$ cat src/rtl/sweep_scan_target_locator_core_defines.svh
// Assertion macros shared by the sweep scan target locator RTL.
`ifndef SWEEP_SCAN_TARGET_LOCATOR_CORE_DEFINES_SVH
`define SWEEP_SCAN_TARGET_LOCATOR_CORE_DEFINES_SVH

// Same-cycle implication, checked on clk and idle while rst_n is low.
`define SSTL_ASSERT_IMPLIES(label, ante, cons, msg) \
    label: assert property (@(posedge clk) disable iff (!rst_n) (ante) |-> (cons)) \
        else $error(msg);

// Next-cycle implication, checked on clk and idle while rst_n is low.
`define SSTL_ASSERT_NEXT(label, ante, cons, msg) \
    label: assert property (@(posedge clk) disable iff (!rst_n) (ante) |=> (cons)) \
        else $error(msg);

`endif

$ cat src/rtl/sstl_pkg.sv
// Types, constants and a helper function shared by the target locator RTL.
`timescale 1ns / 1ps
`default_nettype none

package sstl_pkg;

    // Field widths
    localparam int SAMPLE_W  = 10;
    localparam int READ_W    = 11;
    localparam int THR_W     = 11;
    localparam int MINRUN_W  = 8;
    localparam int PULSE_W   = 11;
    localparam int ANGLE_W   = 8;
    localparam int WIDTH_W   = 7;
    localparam int IDX_W     = 8;
    localparam int CALCNT_W  = 7;
    localparam int CALSUM_W  = 17;
    localparam int CFG_IDX_W = 1;
    localparam int CFG_DAT_W = 11;

    // Full servo travel in degrees
    localparam int MAX_ANGLE = 180;

    // Configuration register indexes
    localparam logic [CFG_IDX_W-1:0] CFG_DETECT_THRESHOLD = 1'd0;
    localparam logic [CFG_IDX_W-1:0] CFG_MIN_RUN          = 1'd1;

    // Configuration reset values
    localparam logic signed [THR_W-1:0] THRESHOLD_RST = 11'sd75;
    localparam logic [MINRUN_W-1:0]     MIN_RUN_RST   = 8'd3;

    // Calibration averages this many samples per angle
    localparam logic [CALCNT_W-1:0] CAL_SAMPLES = 7'd100;

    // Divide by 100 as multiply by ceil(2^24/100), exact for sums below 2^17
    localparam logic [17:0] DIV100_MUL   = 18'd167773;
    localparam int          DIV100_SHIFT = 24;

    // Evaluation runs when the position lands on a multiple of ten
    localparam logic [3:0] EVAL_MOD_LAST = 4'd9;

    // Pulse width: 750 + 1000*angle/180 = 750 + (angle*364100) >> 16
    localparam logic [PULSE_W-1:0] PULSE_BASE  = 11'd750;
    localparam logic [26:0]        PULSE_MUL   = 27'd364100;
    localparam int                 PULSE_SHIFT = 16;

    typedef struct packed {
        logic                mode;
        logic [SAMPLE_W-1:0] sample;
    } in_item_t;

    typedef struct packed {
        logic               servo_write;
        logic [PULSE_W-1:0] servo_pulse_us;
        logic               target_in_view;
        logic [ANGLE_W-1:0] target_angle;
        logic [WIDTH_W-1:0] target_width;
        logic               calibration_done;
    } out_item_t;

    // Control from the sequencer into the run finder
    typedef struct packed {
        logic clear;
        logic vld;
        logic last;
    } run_ctl_t;

    // Best run found so far
    typedef struct packed {
        logic [IDX_W-1:0] best_start;
        logic [IDX_W-1:0] best_len;
    } run_res_t;

    function automatic logic [PULSE_W-1:0] pulse_for(input logic [ANGLE_W-1:0] angle);
        logic [26:0] prod;
        prod = 27'(angle) * PULSE_MUL;
        return PULSE_BASE + PULSE_W'(prod >> PULSE_SHIFT);
    endfunction

endpackage

`default_nettype wire

$ cat src/rtl/sweep_scan_target_locator_core.sv
// Sweep scan target locator: calibration averager, sweep stepper and run search.
// Flow: a plain calibration beat goes straight to the result; one that closes an angle
// average passes the divide and baseline write states; a scan beat writes its reading and
// may trigger a search that walks the reading memory one entry per cycle. Beats are taken
// one at a time, the next one in the cycle after the result loads.
// Reset: rst_n clears control and valid bits at once; no clearing pass is needed.
`timescale 1ns / 1ps
`default_nettype none
`include "sweep_scan_target_locator_core_defines.svh"

module sweep_scan_target_locator_core #(
    parameter int SWEEP_SPAN = 135
) (
    input  wire logic                                 clk,
    input  wire logic                                 rst_n,
    input  wire logic                                 in_valid,
    output logic                                      in_stall,
    input  wire sstl_pkg::in_item_t                   in_item,
    output logic                                      out_valid,
    input  wire logic                                 out_stall,
    output sstl_pkg::out_item_t                       out_item,
    input  wire logic                                 cfg_valid,
    output logic                                      cfg_ready,
    input  wire logic [sstl_pkg::CFG_IDX_W-1:0]       cfg_index,
    input  wire logic [sstl_pkg::CFG_DAT_W-1:0]       cfg_data
);

    localparam int POINTS = SWEEP_SPAN + 1;
    localparam int REST   = (sstl_pkg::MAX_ANGLE - SWEEP_SPAN) / 2;
    localparam int AW     = $clog2(POINTS);
    localparam int CW     = $clog2(POINTS + 1);
    localparam logic [sstl_pkg::PULSE_W-1:0] REST_PULSE =
        sstl_pkg::pulse_for(sstl_pkg::ANGLE_W'(REST));

    typedef enum logic [6:0] {
        S_IDLE     = 7'b0000001,
        S_CAL_DIV  = 7'b0000010,
        S_CAL_WR   = 7'b0000100,
        S_SCAN_WR  = 7'b0001000,
        S_EVAL     = 7'b0010000,
        S_EVAL_END = 7'b0100000,
        S_DONE     = 7'b1000000
    } state_t;

    state_t state_reg, state_next;

    // Accepted beat
    sstl_pkg::in_item_t item_reg;
    logic               accept;

    // Sweep and calibration progress
    logic [AW-1:0]                  pos_reg, pos_next;
    logic                           fwd_reg, fwd_next;
    logic [3:0]                     mod_reg, mod_next;
    logic [AW-1:0]                  cal_index_reg, cal_index_next;
    logic [sstl_pkg::CALCNT_W-1:0]  cal_count_reg, cal_count_next;
    logic [sstl_pkg::CALSUM_W-1:0]  cal_sum_reg, cal_sum_next;
    logic [sstl_pkg::SAMPLE_W-1:0]  quot_reg, quot_next;
    logic [34:0]                    div_prod;

    // Held target report
    logic                           held_vld_reg, held_vld_next;
    logic [sstl_pkg::ANGLE_W-1:0]   held_angle_reg, held_angle_next;
    logic [sstl_pkg::WIDTH_W-1:0]   held_width_reg, held_width_next;

    // Configuration
    logic signed [sstl_pkg::THR_W-1:0] thr_reg;
    logic [sstl_pkg::MINRUN_W-1:0]     min_run_reg;

    // Pending result fields and output register
    logic                           res_write_reg, res_write_next;
    logic [sstl_pkg::PULSE_W-1:0]   res_pulse_reg, res_pulse_next;
    logic                           res_done_reg, res_done_next;
    logic                           out_valid_reg, out_valid_next;
    logic                           out_load;
    sstl_pkg::out_item_t            out_item_reg;

    // Baseline memory
    logic [sstl_pkg::SAMPLE_W-1:0]  base_mem [POINTS];
    logic [POINTS-1:0]              base_vld_reg;
    logic [sstl_pkg::SAMPLE_W-1:0]  base_rdata_reg;
    logic                           base_rvld_reg;
    logic                           base_wr;
    logic [sstl_pkg::SAMPLE_W-1:0]  base_val;

    // Reading memory
    logic signed [sstl_pkg::READ_W-1:0] read_mem [POINTS];
    logic [POINTS-1:0]                  read_vld_reg;
    logic signed [sstl_pkg::READ_W-1:0] read_rdata_reg;
    logic                               read_rvld_reg;
    logic                               read_wr;
    logic                               read_rd;
    logic signed [sstl_pkg::READ_W-1:0] read_diff;
    logic signed [sstl_pkg::READ_W-1:0] read_val;

    // Search walk
    logic [CW-1:0]                  addr_reg, addr_next;
    logic                           pend_reg;
    logic                           last_reg;
    sstl_pkg::run_ctl_t             run_ctl;
    sstl_pkg::run_res_t             run_res;

    // Sweep step helpers
    logic                           at_top;
    logic                           at_bot;
    logic                           edge_hit;
    logic [3:0]                     mod_step;
    logic                           eval_go;
    logic [9:0]                     centre;
    logic [9:0]                     angle_sum;

    assign accept    = in_valid && !in_stall;
    assign in_stall  = (state_reg != S_IDLE);
    assign cfg_ready = 1'b1;
    assign out_valid = out_valid_reg;
    assign out_item  = out_item_reg;

    assign div_prod  = 35'(cal_sum_reg) * 35'(sstl_pkg::DIV100_MUL);
    assign base_val  = base_rvld_reg ? base_rdata_reg : '0;
    assign read_val  = read_rvld_reg ? read_rdata_reg : '0;
    assign read_diff = $signed({1'b0, item_reg.sample}) - $signed({1'b0, base_val});
    assign read_rd   = (state_reg == S_EVAL) && (addr_reg != CW'(POINTS));

    // Step the sweep position, wrapping the mod-ten phase with it
    always_comb
    begin
        at_top   = (pos_reg == AW'(SWEEP_SPAN));
        at_bot   = (pos_reg == '0);
        edge_hit = fwd_reg ? at_top : at_bot;
        if (fwd_reg)
        begin
            mod_step = (mod_reg == sstl_pkg::EVAL_MOD_LAST) ? 4'd0 : (mod_reg + 4'd1);
        end
        else
        begin
            mod_step = (mod_reg == 4'd0) ? sstl_pkg::EVAL_MOD_LAST : (mod_reg - 4'd1);
        end
        eval_go = (fwd_reg || !at_bot) && (mod_step == 4'd0);
    end

    // Smoothed centre angle of the best run
    always_comb
    begin
        centre    = 10'(REST) + 10'(run_res.best_start) + 10'(run_res.best_len >> 1);
        angle_sum = 10'(held_angle_reg) + centre;
    end

    // Sequence one beat
    always_comb
    begin
        state_next      = state_reg;
        pos_next        = pos_reg;
        fwd_next        = fwd_reg;
        mod_next        = mod_reg;
        cal_index_next  = cal_index_reg;
        cal_count_next  = cal_count_reg;
        cal_sum_next    = cal_sum_reg;
        quot_next       = quot_reg;
        held_vld_next   = held_vld_reg;
        held_angle_next = held_angle_reg;
        held_width_next = held_width_reg;
        res_write_next  = res_write_reg;
        res_pulse_next  = res_pulse_reg;
        res_done_next   = res_done_reg;
        addr_next       = addr_reg;
        base_wr         = 1'b0;
        read_wr         = 1'b0;
        out_load        = 1'b0;
        out_valid_next  = out_valid_reg && out_stall;
        run_ctl.clear   = 1'b0;
        run_ctl.vld     = pend_reg;
        run_ctl.last    = last_reg;

        case (state_reg)
            S_IDLE:
            begin
                if (accept)
                begin
                    if (in_item.mode)
                    begin
                        cal_sum_next   = cal_sum_reg + sstl_pkg::CALSUM_W'(in_item.sample);
                        cal_count_next = cal_count_reg + 7'd1;
                        if (cal_count_next >= sstl_pkg::CAL_SAMPLES)
                        begin
                            state_next = S_CAL_DIV;
                        end
                        else
                        begin
                            res_write_next = 1'b0;
                            res_pulse_next = '0;
                            res_done_next  = 1'b0;
                            state_next     = S_DONE;
                        end
                    end
                    else
                    begin
                        state_next = S_SCAN_WR;
                    end
                end
            end

            S_CAL_DIV:
            begin
                quot_next  = sstl_pkg::SAMPLE_W'(div_prod >> sstl_pkg::DIV100_SHIFT);
                state_next = S_CAL_WR;
            end

            S_CAL_WR:
            begin
                base_wr        = 1'b1;
                cal_sum_next   = '0;
                cal_count_next = '0;
                res_write_next = 1'b1;
                if (cal_index_reg == AW'(SWEEP_SPAN))
                begin
                    cal_index_next = '0;
                    res_pulse_next = REST_PULSE;
                    res_done_next  = 1'b1;
                end
                else
                begin
                    cal_index_next = cal_index_reg + AW'(1);
                    res_pulse_next = sstl_pkg::pulse_for(sstl_pkg::ANGLE_W'(REST)
                                     + sstl_pkg::ANGLE_W'(cal_index_next));
                    res_done_next  = 1'b0;
                end
                state_next = S_DONE;
            end

            S_SCAN_WR:
            begin
                read_wr       = 1'b1;
                res_done_next = 1'b0;
                if (edge_hit)
                begin
                    fwd_next       = !fwd_reg;
                    res_write_next = 1'b0;
                    res_pulse_next = '0;
                end
                else
                begin
                    pos_next       = fwd_reg ? (pos_reg + AW'(1)) : (pos_reg - AW'(1));
                    mod_next       = mod_step;
                    res_write_next = 1'b1;
                    res_pulse_next = sstl_pkg::pulse_for(sstl_pkg::ANGLE_W'(REST)
                                     + sstl_pkg::ANGLE_W'(pos_next));
                end
                if (eval_go)
                begin
                    run_ctl.clear = 1'b1;
                    addr_next     = '0;
                    state_next    = S_EVAL;
                end
                else
                begin
                    state_next = S_DONE;
                end
            end

            S_EVAL:
            begin
                if (read_rd)
                begin
                    addr_next = addr_reg + CW'(1);
                end
                if (pend_reg && last_reg)
                begin
                    state_next = S_EVAL_END;
                end
            end

            S_EVAL_END:
            begin
                if (sstl_pkg::MINRUN_W'(run_res.best_len) > min_run_reg)
                begin
                    held_vld_next   = 1'b1;
                    held_angle_next = angle_sum[8:1];
                    held_width_next = sstl_pkg::WIDTH_W'(run_res.best_len >> 1);
                end
                else
                begin
                    held_vld_next = 1'b0;
                end
                state_next = S_DONE;
            end

            S_DONE:
            begin
                if (!(out_valid_reg && out_stall))
                begin
                    out_load       = 1'b1;
                    out_valid_next = 1'b1;
                    state_next     = S_IDLE;
                end
            end

            default:
            begin
                state_next = S_IDLE;
            end
        endcase
    end

    // Control registers
    always_ff @(posedge clk or negedge rst_n)
    begin
        if (!rst_n)
        begin
            state_reg      <= S_IDLE;
            pos_reg        <= '0;
            fwd_reg        <= 1'b1;
            mod_reg        <= '0;
            cal_index_reg  <= '0;
            cal_count_reg  <= '0;
            cal_sum_reg    <= '0;
            held_vld_reg   <= 1'b0;
            held_angle_reg <= '0;
            held_width_reg <= '0;
            out_valid_reg  <= 1'b0;
            addr_reg       <= '0;
            pend_reg       <= 1'b0;
            last_reg       <= 1'b0;
            base_vld_reg   <= '0;
            read_vld_reg   <= '0;
            thr_reg        <= sstl_pkg::THRESHOLD_RST;
            min_run_reg    <= sstl_pkg::MIN_RUN_RST;
        end
        else
        begin
            state_reg      <= state_next;
            pos_reg        <= pos_next;
            fwd_reg        <= fwd_next;
            mod_reg        <= mod_next;
            cal_index_reg  <= cal_index_next;
            cal_count_reg  <= cal_count_next;
            cal_sum_reg    <= cal_sum_next;
            held_vld_reg   <= held_vld_next;
            held_angle_reg <= held_angle_next;
            held_width_reg <= held_width_next;
            out_valid_reg  <= out_valid_next;
            addr_reg       <= addr_next;
            pend_reg       <= read_rd;
            last_reg       <= read_rd && (addr_reg == CW'(POINTS - 1));
            if (base_wr)
            begin
                base_vld_reg[cal_index_reg] <= 1'b1;
            end
            if (read_wr)
            begin
                read_vld_reg[pos_reg] <= 1'b1;
            end
            // Take configuration beats
            if (cfg_valid && cfg_ready)
            begin
                case (cfg_index)
                    sstl_pkg::CFG_DETECT_THRESHOLD: thr_reg <= $signed(cfg_data);
                    sstl_pkg::CFG_MIN_RUN:          min_run_reg <= cfg_data[7:0];
                    default:                        ;
                endcase
            end
        end
    end

    // Payload registers
    always_ff @(posedge clk)
    begin
        if (accept)
        begin
            item_reg <= in_item;
        end
        quot_reg       <= quot_next;
        res_write_reg  <= res_write_next;
        res_pulse_reg  <= res_pulse_next;
        res_done_reg   <= res_done_next;
        base_rvld_reg  <= base_vld_reg[pos_reg];
        if (out_load)
        begin
            out_item_reg.servo_write      <= res_write_reg;
            out_item_reg.servo_pulse_us   <= res_pulse_reg;
            out_item_reg.target_in_view   <= held_vld_reg;
            out_item_reg.target_angle     <= held_angle_reg;
            out_item_reg.target_width     <= held_width_reg;
            out_item_reg.calibration_done <= res_done_reg;
        end
        if (read_rd)
        begin
            read_rvld_reg <= read_vld_reg[addr_reg[AW-1:0]];
        end
    end

    // Baseline memory: write an average, read at the sweep position
    always_ff @(posedge clk)
    begin
        if (base_wr)
        begin
            base_mem[cal_index_reg] <= quot_reg;
        end
        base_rdata_reg <= base_mem[pos_reg];
    end

    // Reading memory: write at the sweep position, read during the search walk
    always_ff @(posedge clk)
    begin
        if (read_wr)
        begin
            read_mem[pos_reg] <= read_diff;
        end
        if (read_rd)
        begin
            read_rdata_reg <= read_mem[addr_reg[AW-1:0]];
        end
    end

    sstl_run_finder u_run_finder (
        .clk       (clk),
        .rst_n     (rst_n),
        .ctl       (run_ctl),
        .reading   (read_val),
        .threshold (thr_reg),
        .res       (run_res)
    );

    `SSTL_ASSERT_IMPLIES(a_pulse_needs_write, out_valid_reg && !out_item_reg.servo_write, out_item_reg.servo_pulse_us == '0, "servo pulse given without servo write")
    `SSTL_ASSERT_IMPLIES(a_done_rests, out_valid_reg && out_item_reg.calibration_done, out_item_reg.servo_write && (out_item_reg.servo_pulse_us == REST_PULSE), "calibration done without rest command")
    `SSTL_ASSERT_IMPLIES(a_out_from_done, $rose(out_valid_reg), $past(state_reg == S_DONE), "output loaded outside done state")
    `SSTL_ASSERT_IMPLIES(a_run_in_bounds, state_reg == S_EVAL_END, (9'(run_res.best_start) + 9'(run_res.best_len)) <= 9'(POINTS), "best run exceeds the store")
    `SSTL_ASSERT_NEXT(a_walk_drains, (state_reg == S_EVAL) && pend_reg && last_reg, (state_reg == S_EVAL_END) && !pend_reg, "search walk did not drain on its last read")

endmodule

`default_nettype wire

$ cat src/rtl/sstl_run_finder.sv
// Streaming finder for the first longest run of readings above threshold.
`timescale 1ns / 1ps
`default_nettype none

module sstl_run_finder (
    input  wire logic                                clk,
    input  wire logic                                rst_n,
    input  wire sstl_pkg::run_ctl_t                  ctl,
    input  wire logic signed [sstl_pkg::READ_W-1:0]  reading,
    input  wire logic signed [sstl_pkg::THR_W-1:0]   threshold,
    output sstl_pkg::run_res_t                       res
);

    logic [sstl_pkg::IDX_W-1:0] idx_reg, idx_next;
    logic [sstl_pkg::IDX_W-1:0] run_start_reg, run_start_next;
    logic [sstl_pkg::IDX_W-1:0] best_start_reg, best_start_next;
    logic [sstl_pkg::IDX_W-1:0] best_len_reg, best_len_next;
    logic                       hit;
    logic                       closes;
    logic [sstl_pkg::IDX_W-1:0] run_end;
    logic [sstl_pkg::IDX_W-1:0] cand_len;

    // Close the open run at a miss, or at the last point when it still holds
    always_comb
    begin
        hit      = reading > threshold;
        closes   = !hit || ctl.last;
        run_end  = hit ? (idx_reg + 8'd1) : idx_reg;
        cand_len = run_end - run_start_reg;

        idx_next        = idx_reg;
        run_start_next  = run_start_reg;
        best_start_next = best_start_reg;
        best_len_next   = best_len_reg;

        if (ctl.clear)
        begin
            idx_next        = '0;
            run_start_next  = '0;
            best_start_next = '0;
            best_len_next   = '0;
        end
        else if (ctl.vld)
        begin
            idx_next = idx_reg + 8'd1;
            if (closes && (cand_len > best_len_reg))
            begin
                best_start_next = run_start_reg;
                best_len_next   = cand_len;
            end
            if (!hit)
            begin
                run_start_next = idx_reg + 8'd1;
            end
        end
    end

    always_ff @(posedge clk or negedge rst_n)
    begin
        if (!rst_n)
        begin
            idx_reg        <= '0;
            run_start_reg  <= '0;
            best_start_reg <= '0;
            best_len_reg   <= '0;
        end
        else
        begin
            idx_reg        <= idx_next;
            run_start_reg  <= run_start_next;
            best_start_reg <= best_start_next;
            best_len_reg   <= best_len_next;
        end
    end

    assign res.best_start = best_start_reg;
    assign res.best_len   = best_len_reg;

endmodule

`default_nettype wire
$ cat config.mk
export PLATFORM = sky130hd
export DESIGN_NAME = sweep_scan_target_locator_core
export DESIGN_NICKNAME = d
export VERILOG_FILES = /design/src/rtl/sstl_pkg.sv /design/src/rtl/sweep_scan_target_locator_core.sv /design/src/rtl/sstl_run_finder.sv
export VERILOG_INCLUDE_DIRS = /design/src /design/src/rtl
export SDC_FILE = /design/constraint.sdc
export NUM_CORES = 2
export LEC_CHECK = 0
export BUFFER_PORTS_ARGS = -buffer_cell sky130_fd_sc_hd__buf_2
export CORE_AREA = 2 2 509 511
export CTS_CLUSTER_DIAMETER = 50
export DETAILED_ROUTE_END_ITERATION = 7
export DIE_AREA = 0 0 511 513
export PLACE_DENSITY_LB_ADDON = 0.15
export SYNTH_ARGS = -nofsm -noshare
export SYNTH_HDL_FRONTEND = slang
export SYNTH_SLANG_ARGS = --single-unit
$ cat constraint.sdc
create_clock -name clk -period 8.5 [get_ports clk]
set_clock_uncertainty 0.1 [all_clocks]
set_input_delay 0 -clock clk [delete_from_list [all_inputs] [get_ports clk]]
set_output_delay 0 -clock clk [all_outputs]
set_load 0.01 [all_outputs]
==> flow_metrics.py <==
metrics = {
    "run_status": {
        "status": "finished, final reports clean",
    },
    "clocking": {
        "numCtsBuffers": 370,
        "path_clk_slew_ns": 0.06,
        "cts_sinks": 3343,
        "clk_path_buf_depth": 4,
        "cts_root_buf": "clkbuf_16",
        "post-cts-setup-buffers": 0,
        "cts_tree": "built",
        "worstSkewPairLatency_ns": 0.91,
        "cts-htree-levels": 5,
    },
    "layout": {
        "fillers": 17691,
        "largest-register": "read_mem",
        "multi_input_area_um2": 40100,
        "largest_reg_flops": 1496,
        "regArea_um2": 98300,
        "final_nets": 8134,
        "top_regs": "read_mem: 1496 flops, base_mem: 1360 flops",
        "drive_above_1_share_pct": 27.9,
        "area_growth_pct": 13.1,
    },
    "critical_path": {
        "worst_ep_arrival_time_ns": 8.77,
        "path_max_fanout": 15,
        "critical_path_required_ns": 9.18,
        "criticalPathCategory": "reg -> reg",
        "crit_slowest_cell": "dfstp_4",
        "crit_path_end_kind": "flip-flop",
        "startpoint_type": "flip-flop",
        "critPathMostFrequentCell": "inv_1",
        "max_stage_delay_ns": 0.72,
    },
    "detailed_routing": {
        "vias_per_cell": 6.19,
        "antenna_left": 0,
        "first_pass_iters": 5,
        "vias": 70082,
        "drtIter0Drc": 7277,
        "routed_wl_mm": 333,
        "remaining_drc_errors": 0,
        "detail_route.wl_per_cell_um": 29.4,
    },
    "global_routing": {
        "grt_max_degree": 135,
        "antenna_found_initial": 10,
        "gr-total-overflow": 0,
        "grt_pass1_wl_mm": 492,
        "grt_use_total_pct": 25.6,
        "grt_pass1_vias": 70988,
    },
    "logic_synthesis": {
        "synth_commonest_cells": "edfxtp_1, mux4_2, dfrtp_1",
        "syn-cell-area_um2": 141000,
        "synth-seq-cells": 3343,
        "yosys.cell_count.top_type": "edfxtp_1",
        "synth.area.top_cells": "edfxtp_1, mux4_2, dfrtp_1",
        "yosys.area.top_type": "edfxtp_1",
        "syn_area_per_cell_um2": 19.5,
        "synthArstFlopShare_pct": 12.0,
        "yosysWarnings": 0,
        "ys.flop_type": "edfxtp_1",
        "synth_top_area_share_pct": 62.5,
        "synth_edf_count": 2930,
        "ys_types": 92,
        "ys_seq_area_share_pct": 69.8,
        "synthesis.nets": 7757,
        "synthCells": 7238,
    },
    "die": {
        "pin_count": 60,
        "core_area_um2": 256000,
        "initial_core_util_pct": 55.0,
        "fp.dieH_um": 513,
        "dieArea_um2": 262000,
        "chipWidth_um": 511,
        "rows": 186,
    },
    "sta": {
        "slew-limit-headroom_pct": 9.12,
        "fin_crit_ns": 8.09,
        "slew_violations": 0,
        "setup_violations": 0,
        "fin_crit_sh_pct": 95.2,
        "rsz0062_at_grt": "no",
        "worst_pin_slew_ns": 1.36,
        "fin_setup_tns_ns": 0,
        "timing.final.hold_violations": 0,
        "setup_slack_ns": 0.411,
        "fmax_mhz": 124,
    },
    "place": {
        "pre_cts_ws_ns": 0.356,
        "port_buffers": 58,
        "dp_hpwl_mm": 209,
        "routabilityCongestion": 0.836,
    },
    "worst_hold_path": {
        "hp-class": "in -> reg",
    },
    "flow_run": {
        "maxCapViolations": 0,
    },
}
area by class of cell:
class	count	area share, %
antenna	5	0.00786
clock buffer	486	6.44
clock inverter	202	1.42
inverter	366	0.866
multi-input combinational	3208	25.2
sequential	3343	61.8
tap	3384	2.66
timing repair buffer	326	1.67
logic make-up after synthesis:
kind of cell	synth area share, %
buffers and inverters	1.88
multiplexers	16.4
flip-flops	69.8
adder cells (fa/ha/maj)	5.22
AO/OA/AOI/OAI	1.98
AND/OR/NAND/NOR	3.88
XOR/XNOR	0.853
other	0.00266
cell usage in the layout, fill, tap and decap left out, types with 160 or more instances in the layout:
cell	count
edfxtp_1	2930
mux4_2	995
dfrtp_1	384
clkbuf_16	379
inv_1	363
nor2_1	359
ha_1	331
or2_2	286
buf_4	182
nand2_1	166
fa_1	160
metal layers:
| metal | track usage, % | wire (um) |
|---|---|---|
| met4 | 7.38 | 10200 |
| met1 | 37.0 | 138000 |
| met5 | 0 | 12 |
| met3 | 3.79 | 21900 |
| met2 | 41.1 | 163000 |
worst paths after layout:
check / start / end / slack, ns / cells past startpoint
worst max register to register: fwd_reg / res_pulse_reg[10] / 0.41 / 29
worst min-delay path: in_valid / state_reg[5] / 0.1 / 4
worst min register to register: res_done_reg / out_item[0] / 0.33 / 0
min in group asynchronous: rst_n / base_vld_reg[58] / 0.17 / 4
worst max-delay path: fwd_reg / res_pulse_reg[10] / 0.41 / 29
max in group asynchronous: rst_n / read_vld_reg[104] / 6.56 / 5
stage by stage:
step / area (um2) / cells / util (%) / hold WS, ns
after global placement: 146000 / 10552 / 56.9 / -0.113
after detailed placement: 146000 / 10552 / 56.9 / -0.101
after CTS: 159000 / 11314 / 62.1 / 0.0159
after global routing: 159000 / 11316 / 62.1 / 0.120
after floorplan: 141000 / 7238 / - / -0.396
final: 159000 / 11320 / 62.1 / 0.0970
worst max-delay path: cells and delay by family (launching register included):
kind | cells | cell delay, ns
mux | 1 | 0.35
flops | 1 | 0.72
compound gates | 9 | 1.80
fa+ha+maj | 7 | 2.69
buf+inv | 5 | 0.43
simple gates | 5 | 1.17
xor+xnor | 2 | 0.68
what timing repair did:
item / CTS / global route
hold buffers: 74 / 0
gates resized for setup: 0 / 4
hold endpoints to repair: 304 / 0
endpoints found under the setup margin: 0 / 2
Power is not shown: default switching activity piles up to over one toggle a cycle in this logic, so the estimate is an artifact.
